==> src/slcfr_pkg.sv <==
// package for the sync/length/crc-8 frame receiver
// shared types, register indexes, phase and status codes, crc constants
// no dependencies
package slcfr_pkg;

  typedef logic [7:0] byte_t;
  typedef logic [5:0] len_t;
  typedef logic [1:0] status_t;
  typedef logic [1:0] phase_t;
  typedef logic [1:0] reg_idx_t;

  // control group from the receiver into the serial crc unit
  typedef struct packed {
    logic init;   // reload the initial value
    logic start;  // fold in a new byte and run eight bit steps
  } crc_ctrl_t;

  // receiver phases
  localparam phase_t PH_SYNC1 = 2'd0;
  localparam phase_t PH_SYNC2 = 2'd1;
  localparam phase_t PH_LEN   = 2'd2;
  localparam phase_t PH_DATA  = 2'd3;

  // frame status codes
  localparam status_t ST_OK      = 2'd0;
  localparam status_t ST_CRC     = 2'd1;
  localparam status_t ST_LEN     = 2'd2;
  localparam status_t ST_TIMEOUT = 2'd3;

  // register indexes on the configuration port
  localparam reg_idx_t REG_FIRST_SYNC  = 2'd0;
  localparam reg_idx_t REG_SECOND_SYNC = 2'd1;
  localparam reg_idx_t REG_MAX_LENGTH  = 2'd2;
  localparam reg_idx_t REG_TIMEOUT_MS  = 2'd3;

  // register reset values
  localparam byte_t       FIRST_SYNC_RST  = 8'h55;
  localparam byte_t       SECOND_SYNC_RST = 8'hAA;
  localparam len_t        MAX_LENGTH_RST  = 6'd63;
  localparam logic [15:0] TIMEOUT_MS_RST  = 16'd500;

  // crc-8, msb first, no final xor
  localparam byte_t CRC_INIT = 8'hFF;
  localparam byte_t CRC_POLY = 8'h31;

  localparam logic [15:0] TICKS_MAX = 16'hFFFF;

endpackage

==> src/slcfr_in_if.sv <==
// input channel of the frame receiver: one received byte or one tick per beat
// depends on slcfr_pkg
interface slcfr_in_if;
  import slcfr_pkg::*;

  logic  valid;
  logic  ready;
  logic  operation;
  byte_t data_byte;

  modport source (output valid, output operation, output data_byte, input ready);
  modport sink   (input valid, input operation, input data_byte, output ready);
endinterface

==> src/slcfr_out_if.sv <==
// result channel of the frame receiver: payload bytes or one status beat
// depends on slcfr_pkg
interface slcfr_out_if;
  import slcfr_pkg::*;

  logic    valid;
  logic    ready;
  byte_t   payload_byte;
  len_t    byte_index;
  logic    payload_valid;
  status_t frame_status;
  logic    last;

  modport source (output valid, output payload_byte, output byte_index,
                  output payload_valid, output frame_status, output last,
                  input ready);
  modport sink   (input valid, input payload_byte, input byte_index,
                  input payload_valid, input frame_status, input last,
                  output ready);
endinterface

==> src/sync_length_crc8_frame_receiver_core.sv <==
// Frame receiver with two-byte sync hunt, length byte and crc-8 check.
// Input channel in_chan: each beat is a received byte (operation 0) or a
// one-millisecond tick (operation 1). Result channel out_chan: a good frame
// gives its payload bytes as a run with last on the final beat; a crc
// mismatch, a rejected length or a mid-frame timeout gives one status beat.
// Registers (first_sync, second_sync, max_length, timeout_ms) sit on the
// cfg_ APB port at byte addresses 0, 4, 8 and 12; write them while idle.
// After a payload byte the input is held off while the crc runs bit-serially
// over that byte; sync, length, check bytes and ticks start no such run.
// A status beat is presented the cycle after the beat that causes it. A good
// frame reads back from the payload ram a byte at a time: the read state
// fetches it, then the load state moves it into the output register once
// that register is free, and input beats wait until the readout is done.
// The output register holds a finished beat; a new input beat is taken only
// while that register is empty or being taken in the same cycle, so a stalled
// receiver holds off the input channel.
// Reset (rst_n low, synchronous) restores register defaults and the sync
// hunt. The payload ram is not cleared: a frame only reads what it wrote.
module sync_length_crc8_frame_receiver_core #(
  parameter int FRAME_STORE_DEPTH = 64
) (
  input  logic               clk,
  input  logic               rst_n,
  slcfr_in_if.sink           in_chan,
  slcfr_out_if.source        out_chan,
  input  logic               cfg_psel,
  input  logic               cfg_penable,
  input  logic               cfg_pwrite,
  input  logic [3:0]         cfg_paddr,
  input  logic [31:0]        cfg_pwdata,
  output logic [31:0]        cfg_prdata,
  output logic               cfg_pready
);
  import slcfr_pkg::*;

  localparam int AW = $clog2(FRAME_STORE_DEPTH);
  localparam logic [8:0] LEN_LIMIT = 9'(FRAME_STORE_DEPTH - 1);

  // sequencer states
  localparam logic [1:0] S_IDLE = 2'd0;
  localparam logic [1:0] S_RD   = 2'd1;
  localparam logic [1:0] S_LD   = 2'd2;

  // configuration registers
  byte_t       first_sync_r, second_sync_r;
  len_t        max_length_r;
  logic [15:0] timeout_ms_r;

  // receiver state
  logic [1:0]  state_r, state_nxt;
  phase_t      phase_r, phase_nxt;
  len_t        frame_len_r, frame_len_nxt;
  len_t        count_r, count_nxt;
  len_t        rd_idx_r, rd_idx_nxt;
  logic [15:0] idle_ticks_r, idle_ticks_nxt;

  // output register
  logic        out_valid_r, out_valid_nxt;
  byte_t       out_byte_r, out_byte_nxt;
  len_t        out_idx_r, out_idx_nxt;
  logic        out_pv_r, out_pv_nxt;
  status_t     out_status_r, out_status_nxt;
  logic        out_last_r, out_last_nxt;

  // datapath helpers
  logic        cfg_wr;
  logic        in_fire, out_fire, out_free;
  byte_t       in_b;
  logic [15:0] ticks_inc;
  crc_ctrl_t   crc_ctrl;
  byte_t       crc_val;
  logic        crc_busy;
  logic        ram_we, ram_re;
  logic [8:0]  waddr_wide, raddr_wide;
  logic [AW-1:0] ram_waddr, ram_raddr;
  byte_t       ram_rdata;

  // configuration port
  assign cfg_pready = 1'b1;
  assign cfg_wr     = cfg_psel & cfg_penable & cfg_pwrite;

  always_ff @(posedge clk) begin
    if (!rst_n) begin
      first_sync_r  <= FIRST_SYNC_RST;
      second_sync_r <= SECOND_SYNC_RST;
      max_length_r  <= MAX_LENGTH_RST;
      timeout_ms_r  <= TIMEOUT_MS_RST;
    end else if (cfg_wr) begin
      unique case (cfg_paddr[3:2])
        REG_FIRST_SYNC:  first_sync_r  <= cfg_pwdata[7:0];
        REG_SECOND_SYNC: second_sync_r <= cfg_pwdata[7:0];
        REG_MAX_LENGTH:  max_length_r  <= cfg_pwdata[5:0];
        REG_TIMEOUT_MS:  timeout_ms_r  <= cfg_pwdata[15:0];
      endcase
    end
  end

  // register read-back
  always_comb begin
    unique case (cfg_paddr[3:2])
      REG_FIRST_SYNC:  cfg_prdata = {24'd0, first_sync_r};
      REG_SECOND_SYNC: cfg_prdata = {24'd0, second_sync_r};
      REG_MAX_LENGTH:  cfg_prdata = {26'd0, max_length_r};
      REG_TIMEOUT_MS:  cfg_prdata = {16'd0, timeout_ms_r};
    endcase
  end

  // handshakes
  assign out_fire      = out_valid_r & out_chan.ready;
  assign out_free      = ~out_valid_r | out_chan.ready;
  assign in_chan.ready = (state_r == S_IDLE) & ~crc_busy & out_free;
  assign in_fire       = in_chan.valid & in_chan.ready;
  assign in_b          = in_chan.data_byte;
  assign ticks_inc     = (idle_ticks_r == TICKS_MAX) ? idle_ticks_r
                                                     : idle_ticks_r + 16'd1;

  // ram addressing, widened then cut to the store's address width
  assign waddr_wide = {3'd0, count_r};
  assign raddr_wide = {3'd0, rd_idx_r};
  assign ram_waddr  = waddr_wide[AW-1:0];
  assign ram_raddr  = raddr_wide[AW-1:0];

  // receiver and readout control
  always_comb begin
    state_nxt      = state_r;
    phase_nxt      = phase_r;
    frame_len_nxt  = frame_len_r;
    count_nxt      = count_r;
    rd_idx_nxt     = rd_idx_r;
    idle_ticks_nxt = idle_ticks_r;
    out_valid_nxt  = out_fire ? 1'b0 : out_valid_r;
    out_byte_nxt   = out_byte_r;
    out_idx_nxt    = out_idx_r;
    out_pv_nxt     = out_pv_r;
    out_status_nxt = out_status_r;
    out_last_nxt   = out_last_r;
    crc_ctrl       = '0;
    ram_we         = 1'b0;
    ram_re         = 1'b0;

    unique case (state_r)
      S_IDLE: begin
        if (in_fire) begin
          if (in_chan.operation) begin
            // tick: count idle time, drop a partial frame past the limit
            idle_ticks_nxt = ticks_inc;
            if (phase_r != PH_SYNC1 && ticks_inc > timeout_ms_r) begin
              phase_nxt      = PH_SYNC1;
              out_valid_nxt  = 1'b1;
              out_byte_nxt   = 8'd0;
              out_idx_nxt    = 6'd0;
              out_pv_nxt     = 1'b0;
              out_status_nxt = ST_TIMEOUT;
              out_last_nxt   = 1'b1;
            end
          end else begin
            idle_ticks_nxt = 16'd0;
            unique case (phase_r)
              PH_SYNC1: begin
                if (in_b == first_sync_r) phase_nxt = PH_SYNC2;
              end
              PH_SYNC2: begin
                // second sync wins when both registers match
                if (in_b == second_sync_r)     phase_nxt = PH_LEN;
                else if (in_b != first_sync_r) phase_nxt = PH_SYNC1;
              end
              PH_LEN: begin
                if ({1'b0, in_b} > {3'd0, max_length_r} || {1'b0, in_b} > LEN_LIMIT) begin
                  phase_nxt      = PH_SYNC1;
                  out_valid_nxt  = 1'b1;
                  out_byte_nxt   = 8'd0;
                  out_idx_nxt    = 6'd0;
                  out_pv_nxt     = 1'b0;
                  out_status_nxt = ST_LEN;
                  out_last_nxt   = 1'b1;
                end else begin
                  frame_len_nxt = in_b[5:0];
                  count_nxt     = 6'd0;
                  crc_ctrl.init = 1'b1;
                  phase_nxt     = PH_DATA;
                end
              end
              PH_DATA: begin
                if (count_r < frame_len_r) begin
                  // payload byte: store it and start the serial crc
                  ram_we         = 1'b1;
                  crc_ctrl.start = 1'b1;
                  count_nxt      = count_r + 6'd1;
                end else begin
                  // check byte
                  phase_nxt = PH_SYNC1;
                  if (crc_val != in_b || frame_len_r == 6'd0) begin
                    out_valid_nxt  = 1'b1;
                    out_byte_nxt   = 8'd0;
                    out_idx_nxt    = 6'd0;
                    out_pv_nxt     = 1'b0;
                    out_status_nxt = (crc_val != in_b) ? ST_CRC : ST_OK;
                    out_last_nxt   = 1'b1;
                  end else begin
                    rd_idx_nxt = 6'd0;
                    state_nxt  = S_RD;
                  end
                end
              end
            endcase
          end
        end
      end
      S_RD: begin
        // read one stored byte
        ram_re    = 1'b1;
        state_nxt = S_LD;
      end
      S_LD: begin
        // move it into the output register once that is free
        if (out_free) begin
          out_valid_nxt  = 1'b1;
          out_byte_nxt   = ram_rdata;
          out_idx_nxt    = rd_idx_r;
          out_pv_nxt     = 1'b1;
          out_status_nxt = ST_OK;
          out_last_nxt   = (rd_idx_r == frame_len_r - 6'd1);
          if (rd_idx_r == frame_len_r - 6'd1) begin
            state_nxt = S_IDLE;
          end else begin
            rd_idx_nxt = rd_idx_r + 6'd1;
            state_nxt  = S_RD;
          end
        end
      end
      default: state_nxt = S_IDLE;
    endcase
  end

  // control registers
  always_ff @(posedge clk) begin
    if (!rst_n) begin
      state_r      <= S_IDLE;
      phase_r      <= PH_SYNC1;
      frame_len_r  <= 6'd0;
      count_r      <= 6'd0;
      rd_idx_r     <= 6'd0;
      idle_ticks_r <= 16'd0;
      out_valid_r  <= 1'b0;
    end else begin
      state_r      <= state_nxt;
      phase_r      <= phase_nxt;
      frame_len_r  <= frame_len_nxt;
      count_r      <= count_nxt;
      rd_idx_r     <= rd_idx_nxt;
      idle_ticks_r <= idle_ticks_nxt;
      out_valid_r  <= out_valid_nxt;
    end
  end

  // output payload register
  always_ff @(posedge clk) begin
    out_byte_r   <= out_byte_nxt;
    out_idx_r    <= out_idx_nxt;
    out_pv_r     <= out_pv_nxt;
    out_status_r <= out_status_nxt;
    out_last_r   <= out_last_nxt;
  end

  assign out_chan.valid         = out_valid_r;
  assign out_chan.payload_byte  = out_byte_r;
  assign out_chan.byte_index    = out_idx_r;
  assign out_chan.payload_valid = out_pv_r;
  assign out_chan.frame_status  = out_status_r;
  assign out_chan.last          = out_last_r;

  // serial crc over the payload
  slcfr_crc8 u_crc (
    .clk   (clk),
    .rst_n (rst_n),
    .ctrl  (crc_ctrl),
    .data  (in_b),
    .crc   (crc_val),
    .busy  (crc_busy)
  );

  // payload store
  slcfr_ram #(
    .WIDTH (8),
    .DEPTH (FRAME_STORE_DEPTH)
  ) u_store (
    .clk   (clk),
    .we    (ram_we),
    .waddr (ram_waddr),
    .wdata (in_b),
    .re    (ram_re),
    .raddr (ram_raddr),
    .rdata (ram_rdata)
  );

endmodule

==> src/slcfr_ram.sv <==
// generic single-write, single-read ram with registered read data
// no dependencies
module slcfr_ram #(
  parameter int WIDTH = 8,
  parameter int DEPTH = 64
) (
  input  logic                     clk,
  input  logic                     we,
  input  logic [$clog2(DEPTH)-1:0] waddr,
  input  logic [WIDTH-1:0]         wdata,
  input  logic                     re,
  input  logic [$clog2(DEPTH)-1:0] raddr,
  output logic [WIDTH-1:0]         rdata
);

  logic [WIDTH-1:0] mem [DEPTH];
  logic [WIDTH-1:0] rdata_r;

  // write port
  always_ff @(posedge clk) begin
    if (we) begin
      mem[waddr] <= wdata;
    end
  end

  // registered read, held while re is low
  always_ff @(posedge clk) begin
    if (re) begin
      rdata_r <= mem[raddr];
    end
  end

  assign rdata = rdata_r;

endmodule

==> src/slcfr_crc8.sv <==
// bit-serial crc-8 (poly 0x31), one bit step per cycle, eight steps per byte
// depends on slcfr_pkg
module slcfr_crc8 (
  input  logic                 clk,
  input  logic                 rst_n,
  input  slcfr_pkg::crc_ctrl_t ctrl,
  input  slcfr_pkg::byte_t     data,
  output slcfr_pkg::byte_t     crc,
  output logic                 busy
);
  import slcfr_pkg::*;

  byte_t      crc_r, crc_nxt;
  logic [3:0] step_r, step_nxt;

  // shift register with feedback, bits left counted down in step_r
  always_comb begin
    crc_nxt  = crc_r;
    step_nxt = step_r;
    priority if (ctrl.init) begin
      crc_nxt  = CRC_INIT;
      step_nxt = 4'd0;
    end else if (ctrl.start) begin
      crc_nxt  = crc_r ^ data;
      step_nxt = 4'd8;
    end else if (step_r != 4'd0) begin
      crc_nxt  = {crc_r[6:0], 1'b0} ^ (crc_r[7] ? CRC_POLY : 8'h00);
      step_nxt = step_r - 4'd1;
    end
  end

  always_ff @(posedge clk) begin
    if (!rst_n) begin
      crc_r  <= CRC_INIT;
      step_r <= 4'd0;
    end else begin
      crc_r  <= crc_nxt;
      step_r <= step_nxt;
    end
  end

  assign crc  = crc_r;
  assign busy = (step_r != 4'd0);

endmodule

==> src/flat_wrapper.sv <==
// flat-port wrapper written by rule: the top's interface ports become plain ports
module sync_length_crc8_frame_receiver_core_flat import slcfr_pkg::*;
#(
  parameter int FRAME_STORE_DEPTH = 64
)
  (clk, rst_n, cfg_psel, cfg_penable, cfg_pwrite, cfg_paddr, cfg_pwdata, cfg_prdata, cfg_pready, in_chan_valid, in_chan_operation, in_chan_data_byte, in_chan_ready, out_chan_valid, out_chan_payload_byte, out_chan_byte_index, out_chan_payload_valid, out_chan_frame_status, out_chan_last, out_chan_ready);
  slcfr_in_if in_chan_i ();
  slcfr_out_if out_chan_i ();
  input  logic clk;
  input  logic rst_n;
  input  logic cfg_psel;
  input  logic cfg_penable;
  input  logic cfg_pwrite;
  input  logic [3:0] cfg_paddr;
  input  logic [31:0] cfg_pwdata;
  output logic [31:0] cfg_prdata;
  output logic cfg_pready;
  input wire logic [$bits(in_chan_i.valid)-1:0] in_chan_valid;
  input wire logic [$bits(in_chan_i.operation)-1:0] in_chan_operation;
  input wire logic [$bits(in_chan_i.data_byte)-1:0] in_chan_data_byte;
  output wire logic [$bits(in_chan_i.ready)-1:0] in_chan_ready;
  output wire logic [$bits(out_chan_i.valid)-1:0] out_chan_valid;
  output wire logic [$bits(out_chan_i.payload_byte)-1:0] out_chan_payload_byte;
  output wire logic [$bits(out_chan_i.byte_index)-1:0] out_chan_byte_index;
  output wire logic [$bits(out_chan_i.payload_valid)-1:0] out_chan_payload_valid;
  output wire logic [$bits(out_chan_i.frame_status)-1:0] out_chan_frame_status;
  output wire logic [$bits(out_chan_i.last)-1:0] out_chan_last;
  input wire logic [$bits(out_chan_i.ready)-1:0] out_chan_ready;
  assign in_chan_i.valid = in_chan_valid;
  assign in_chan_i.operation = in_chan_operation;
  assign in_chan_i.data_byte = in_chan_data_byte;
  assign in_chan_ready = in_chan_i.ready;
  assign out_chan_valid = out_chan_i.valid;
  assign out_chan_payload_byte = out_chan_i.payload_byte;
  assign out_chan_byte_index = out_chan_i.byte_index;
  assign out_chan_payload_valid = out_chan_i.payload_valid;
  assign out_chan_frame_status = out_chan_i.frame_status;
  assign out_chan_last = out_chan_i.last;
  assign out_chan_i.ready = out_chan_ready;
  sync_length_crc8_frame_receiver_core #(.FRAME_STORE_DEPTH(FRAME_STORE_DEPTH)) u_core (.clk(clk), .rst_n(rst_n), .in_chan(in_chan_i), .out_chan(out_chan_i), .cfg_psel(cfg_psel), .cfg_penable(cfg_penable), .cfg_pwrite(cfg_pwrite), .cfg_paddr(cfg_paddr), .cfg_pwdata(cfg_pwdata), .cfg_prdata(cfg_prdata), .cfg_pready(cfg_pready));
endmodule
==> config.mk <==
export PLATFORM = sky130hd
export DESIGN_NAME = sync_length_crc8_frame_receiver_core_flat
export DESIGN_NICKNAME = d
export VERILOG_FILES = /design/src/slcfr_pkg.sv /design/src/slcfr_in_if.sv /design/src/slcfr_out_if.sv /design/src/sync_length_crc8_frame_receiver_core.sv /design/src/slcfr_ram.sv /design/src/slcfr_crc8.sv /design/src/flat_wrapper.sv
export SDC_FILE = /design/constraint.sdc
export NUM_CORES = 1
export LEC_CHECK = 0
export BUFFER_PORTS_ARGS = -buffer_cell sky130_fd_sc_hd__clkbuf_2
export CORE_AREA = 5 5 218 220
export CTS_CLUSTER_SIZE = 16
export DETAILED_ROUTE_END_ITERATION = 10
export DIE_AREA = 0 0 223 225
export PLACE_DENSITY_LB_ADDON = 0.1
export RECOVER_POWER = 50
export SLEW_MARGIN = 20
export SYNTH_ARGS = -nofsm -noshare
export SYNTH_HDL_FRONTEND = slang
export SYNTH_HIERARCHICAL = 1
export SYNTH_SLANG_ARGS = --single-unit
==> constraint.sdc <==
create_clock -name clk -period 4.4 [get_ports clk]
set_input_delay 0.44 -clock clk [delete_from_list [all_inputs] [get_ports clk]]
set_output_delay 0.44 -clock clk [all_outputs]
set_load 0.02 [all_outputs]
# --- Yosys cells after proc, flatten, opt, wreduce, memory -nomap -nowiden ---
# Memory sizes are Yosys's and may differ from the RTL's. A register that Yosys moved wholly into a read port is not among the register bits.
# Cells that the tools add are included.
totals:
  regBits: 107
  ramBits: 512
  word_cells: 204
  memories: 1
mem_list:
  columns: ["memory", "words", "width", "read_ports", "rd_clocked_by_memory_dff", "write_ports", "line_no", "source"]
  rows:
  - ["u_core.u_store.mem", 64, 8, 1, 1, 1, "slcfr_ram.sv:16", "logic [WIDTH-1:0] mem [DEPTH];"]
op_classes:
  n_addsub: 5
  magnitude_cmp: 4
  eq_ne: 32
  muxes: 104
  n_bitwise: 14
  n_reduce_logical: 25
op_table:
  columns: ["op", "count"]
  rows:
  - ["32-bit case mux with 4 select lines", 1]
  - ["6-bit two-way mux", 17]
  - ["8-bit two-way mux", 9]
  - ["6-bit case mux with 2 select lines", 4]
  - ["2-bit two-way mux", 23]
  - ["1-bit two-way mux", 34]
  - ["16-bit two-way mux", 2]
  - ["8-bit case mux with 2 select lines", 2]
  - ["6-bit AND reduction", 3]
  - ["16-bit by 1-bit adder with 16-bit output, second input constant", 1]
  - ["16-bit equality test, second input constant", 1]
  - ["8-bit equality test", 2]
  - ["16-bit greater-than comparator", 1]
  - ["4-bit != test, second input constant", 4]
  - ["8-bit != test", 2]
  - ["8-bit AND reduction", 2]
  - ["6-bit by 1-bit adder with 6-bit output, second input constant", 2]
  - ["2-bit != test, second input constant", 6]
  - ["1-bit case mux with 2 select lines", 6]
  - ["2-bit equality test, second input constant", 5]
  - ["2-bit AND reduction", 5]
  - ["8-bit by 6-bit greater-than comparator with 1-bit output", 1]
  - ["8-bit by 6-bit greater-than comparator with 1-bit output, second input constant", 1]
  - ["4-bit two-way mux", 2]
  - ["26 further kinds", 48]

# --- Longest topological paths before layout ---
logic_depth:
  depth_word: 9
  ltp_mapped: 13

# --- Modules after synthesis ---
# The synthesis kept the hierarchy.
modules_own_cells:
  columns: ["mod", "n_inst", "cells_each", "area_per_inst_um2"]
  rows:
  - ["slcfr_ram", 1, 972, 20270.7]
  - ["sync_length_crc8_frame_receiver_core", 1, 674, 5949.5]
  - ["slcfr_crc8", 1, 79, 690.7]

# --- Least setup slack after synthesis ---
# Ideal clock, no wire load.
synth_path:
  path_kind: "flip-flop to flip-flop"
  from: "reg u_core.idle_ticks_r[0]"
  to: "reg u_core.out_idx_r[0] (netlist: u_core/out_chan.byte_index[0]) (enable)"
  setup_time_ns: 0.404
  arrival_time_ns: 3.496
  required_ns: 3.996
  setup_slack_ns: 0.500
  stages_incl_launch_ff: 14
  synth_period_minus_slack_ns: 3.900
  cell_sequence: "dfxtp_1 ha_1 inv_1 or3_1 nor2_1 nand2_1 mux2_2 ha_1 nand2_1 nor3_1 o311ai_1 a22oi_1 a21boi_0 a31oi_1"
synth_between:
  elab_chain_cells: 6
synth_lines:
  columns: ["item", "line_no", "source"]
  rows:
  - ["from (decl)", "sync_length_crc8_frame_receiver_core.sv:55", "logic [15:0] idle_ticks_r, idle_ticks_nxt;"]
  - ["from (signal assigned)", "sync_length_crc8_frame_receiver_core.sv:251", "idle_ticks_r <= idle_ticks_nxt;"]
  - ["16-bit by 1-bit adder with 16-bit output / 16-bit equality test (equally long branches)", "sync_length_crc8_frame_receiver_core.sv:115, sync_length_crc8_frame_receiver_core.sv:114", null]
  - ["16-bit two-way mux *", "sync_length_crc8_frame_receiver_core.sv:114", "assign ticks_inc = (idle_ticks_r == TICKS_MAX) ? idle_ticks_r"]
  - ["16-bit greater-than comparator *", "sync_length_crc8_frame_receiver_core.sv:147", "if (phase_r != PH_SYNC1 && ticks_inc > timeout_ms_r) begin"]
  - ["1-bit logical AND *", "sync_length_crc8_frame_receiver_core.sv:147", null]
  - ["3-bit != test (no line) *", null, null]
  - ["8-bit AND reduction (no line) *", null, null]
  - ["to (signal assigned)", "sync_length_crc8_frame_receiver_core.sv:259", "out_idx_r <= out_idx_nxt;"]
  - ["to (decl)", "sync_length_crc8_frame_receiver_core.sv:60", "len_t out_idx_r, out_idx_nxt;"]
# Mark *: on every way between the ends. The rest lies on a longest branch, timed or not.
# A chain may end at the register's enable or synchronous reset.

# --- Worst setup path in the final report ---
layout_path:
  from: "reg u_core.idle_ticks_r[0]"
  to: "reg u_core.out_idx_r[2] (netlist: u_core/out_chan.byte_index[2]) (enable)"
# The elaborated chain is that of the path after synthesis.

==> impl_metrics.yaml <==
die:
  core_area_sq_um: 45100
  pin_count: 105
  dieArea_sq_um: 50200
  rows: 78
  die_h_um: 225
  initial_utilization_pct: 59.7
  chipWidth_um: 223
final_layout:
  multi_input_area_sq_um: 8250
  final_cells: 2519
  regArea_sq_um: 17900
  n_fill_cell: 3178
  finalNetCount: 1957
  syn_to_final_growth_pct: 12.1
  drive_gt1_share_pct: 19.8
logic_synthesis:
  syn_inst: 1725
  postSynthRegisterBits: 627
  async_reset_ff_share_pct: 0
  synthFlopType: "edfxtp_1"
  netlist_area_sq_um: 26900
  ys_seq_area_share_pct: 66.7
  yosysWarnings: 6
  syn_avg_cell_area_sq_um: 15.6
  synth-edff-count: 538
  synth.distinct_cells: 81
clocking:
  clock_latency_ns: 0.58
  tritoncts: "built"
  postCtsResizedCells: 0
  clock_tree.buffer_depth: 3
  clkSinkCount: 627
  cts-root-buf: "clkbuf_16"
  cts_max_level: 3
  clk_pin_slew_ns: 0.06
  numCtsBuffers: 66
  cts_setup_buffers: 0
  cts_hold_buf: 0
pwr:
  max-vdd-ir-drop_uv: 334
  power_frac_clock_pct: 42.0
  p_per_area_nw_per_um2: 408
  swShare_pct: 21.5
  pwr-share-seq_pct: 53.1
  comb_power_share_pct: 4.9
  total_power_mw: 12.3
  switchingPower_mw: 2.65
  power.leakage_nw: 9.84
  internal_power_mw: 9.65
drt:
  top_layer_used: "met4"
  dr_wl_met3_um: 5660
  first_iter_violations: 2022
  viasPerCell: 6.33
  drt_wl_total_um: 64700
  wl_per_cell_um: 25.7
  wirelength_met1_um: 26600
  route.met2.wl_um: 31000
  via_count: 15900
  firstDrtPassIters: 6
  postRouteAntennaNets: 0
  drc: 0
critical_path:
  cp.arrival_ns: 4.15
  cp-startpoint: "u_core/idle_ticks_r[0]"
  ff2ff_setup_slack_ns: 0.50
  r2r_end: "u_core/out_chan.byte_index[2]"
  r2r-start: "u_core/idle_ticks_r[0]"
  end_kind: "flip-flop"
  crit_end: "u_core/out_chan.byte_index[2]"
  worstSetupPathType: "reg -> reg"
  r2r_cells: 14
  start_kind: "flip-flop"
  cp_max_fo: 18
  crit_required_ns: 4.65
sta:
  postLayoutSetupSlackWorst_ns: 0.496
  clock_skew_ns: 0.0284
  whs_ns: 0.109
  tns_ns: 0
  fin_crit_ns: 3.90
  slew_headroom_pct: -48.4
  setup_viol: 0
  drv_slew: 310
  finalHoldViolCount: 0
  fmax_ghz: 0.256
  rsz0062_at_grt: "no"
  post-route-period-util_pct: 88.7
  tightest_slew_ns: 2.23
hold_path:
  worstHoldPathType: "in -> reg"
global_routing:
  grt_max_degree: 48
  grt_pass1_wl_um: 97900
  grt_pass1_vias: 15500
  antenna_found_initial: 3
  track_usage_pct: 25.8
  overflow: 0
outcome:
  violations: "capacitance limit, slew limit"
  status: "finished with violations"
place:
  dp.cells: 2404
  place_worst_setup_slack_ns: 0.537
  place_congestion: 0.852
  port_buffers: 69
  dp_hpwl_um: 42700
run:
  max-cap-violations: 8
-- critical path, stage by stage, from the launching register on --
cell	delay (ns)
dfxtp_1	0.42
ha_1	0.25
inv_1	0.09
or3_1	0.41
nor2_1	0.21
nand2_1	0.11
mux2_2	0.30
ha_1	0.27
nand2_1	0.06
nor3_1	0.41
o311ai_1	0.22
a22oi_1	0.24
a21boi_0	0.15
a31oi_2	0.16
buf_4	0.27
-- stage by stage --
step,instance area (sq um),util [%]
after CTS,30300,67.1
after floorplan,27000,-
final,30200,66.9
after global placement,28300,62.7
after global routing,30200,66.9
after detailed placement,28300,62.7
-- cell families (layout without fill, tap and decap cells) --
group                    Yosys count  in the layout  share of synthesized area, %
other                              2             18                        0.0279
buffers and inverters            153            331                          2.91
adder cells (fa/ha/maj)           33             33                          1.53
XOR/XNOR                          56             56                          1.82
multiplexers                     178            178                          12.7
flip-flops                       627            627                          66.7
AND/OR/NAND/NOR                  457            457                          8.38
AO/OA/AOI/OAI                    219            219                          5.99
-- metal layers --
layer | up-vias | GRT usage (%)
li1 | 6978 | -
met1 | 8126 | 37.9
met2 | 736 | 40.6
met3 | 95 | 4.82
met4 | 0 | 6.76
met5 | - | 0
-- power groups by stage --
stage	combinational, mW	sequential (mW)	clock, mW
after floorplan	0.381	6.65	0
final	0.604	6.53	5.16
after CTS	0.613	6.53	5.25
after detailed placement	0.611	6.65	0
after global routing	0.663	6.54	5.53
after global placement	0.596	6.65	0
-- state kept, by name, indices dropped and copies added (netlist names), 4 cells and up --
name / count
u_core/first_sync_r: 8
u_core/timeout_ms_r: 16
u_core/max_length_r: 6
u_core/u_store/mem: 512
u_core/u_crc/step_r: 4
u_core/out_chan.payload_byte: 8
u_core/u_crc/crc: 8
u_core/ram_raddr: 6
u_core/frame_len_r: 6
u_core/count_r: 6
u_core/second_sync_r: 8
u_core/u_store/rdata: 8
u_core/idle_ticks_r: 16
u_core/out_chan.byte_index: 6
-- Yosys cell counts (17+ instances only) --
| master | number | area [sq um] |
|---|---|---|
| nor2b_1 | 32 | 200 |
| edfxtp_1 | 538 | 16200 |
| a21boi_0 | 18 | 135 |
| ha_1 | 33 | 413 |
| buf_4 | 27 | 203 |
| clkbuf_1 | 45 | 169 |
| o21ai_0 | 26 | 130 |
| o22ai_1 | 24 | 150 |
| nor3_1 | 21 | 105 |
| inv_1 | 46 | 173 |
| xnor2_1 | 35 | 307 |
| nand2_1 | 111 | 417 |
| buf_2 | 18 | 90.1 |
| mux4_2 | 130 | 2930 |
| a21oi_1 | 23 | 115 |
| nand2b_1 | 18 | 113 |
| nor2_1 | 120 | 450 |
| mux2i_1 | 45 | 450 |
| nand3_1 | 54 | 270 |
| xor2_1 | 21 | 184 |
| dfxtp_1 | 89 | 1780 |
| nand4_1 | 17 | 106 |
-- final cells by class --
cell class | instances | share of cell area, %
antenna | 1 | 0.00830
inverter | 48 | 0.597
sequential | 627 | 59.5
clock inverter | 32 | 0.718
timing repair buffer | 169 | 3.44
clock buffer | 82 | 5.88
multi-input combinational | 960 | 27.4
tap | 600 | 2.49
-- cells in the final DEF, fill, tap and decap left out, types with 25 or more instances in the layout --
cell,n
buf_4,78
clkbuf_1,64
clkbuf_16,68
clkbuf_2,35
dfxtp_1,87
edfxtp_1,538
ha_1,33
inv_1,46
mux2i_1,45
mux4_2,130
nand2_1,111
nand3_1,54
nor2_1,120
nor2b_1,31
o21ai_0,25
xnor2_1,35
-- how the worst min path moves through the flow --
stage / slack (ns) / cells past startpoint / from / endpoint
detailed placement: 0.47 / 2 / u_core/timeout_ms_r[12] / u_core/timeout_ms_r[12]
global route: 0.11 / 3 / cfg_pwdata[8] / u_core/timeout_ms_r[8]
floorplan: 0.45 / 2 / u_core/timeout_ms_r[11] / u_core/timeout_ms_r[11]
global placement: 0.47 / 2 / u_core/timeout_ms_r[11] / u_core/timeout_ms_r[11]
CTS: 0.09 / 3 / cfg_pwdata[8] / u_core/timeout_ms_r[8]
finish: 0.11 / 3 / cfg_pwdata[8] / u_core/timeout_ms_r[8]
Power figures use the tool's default switching activity.
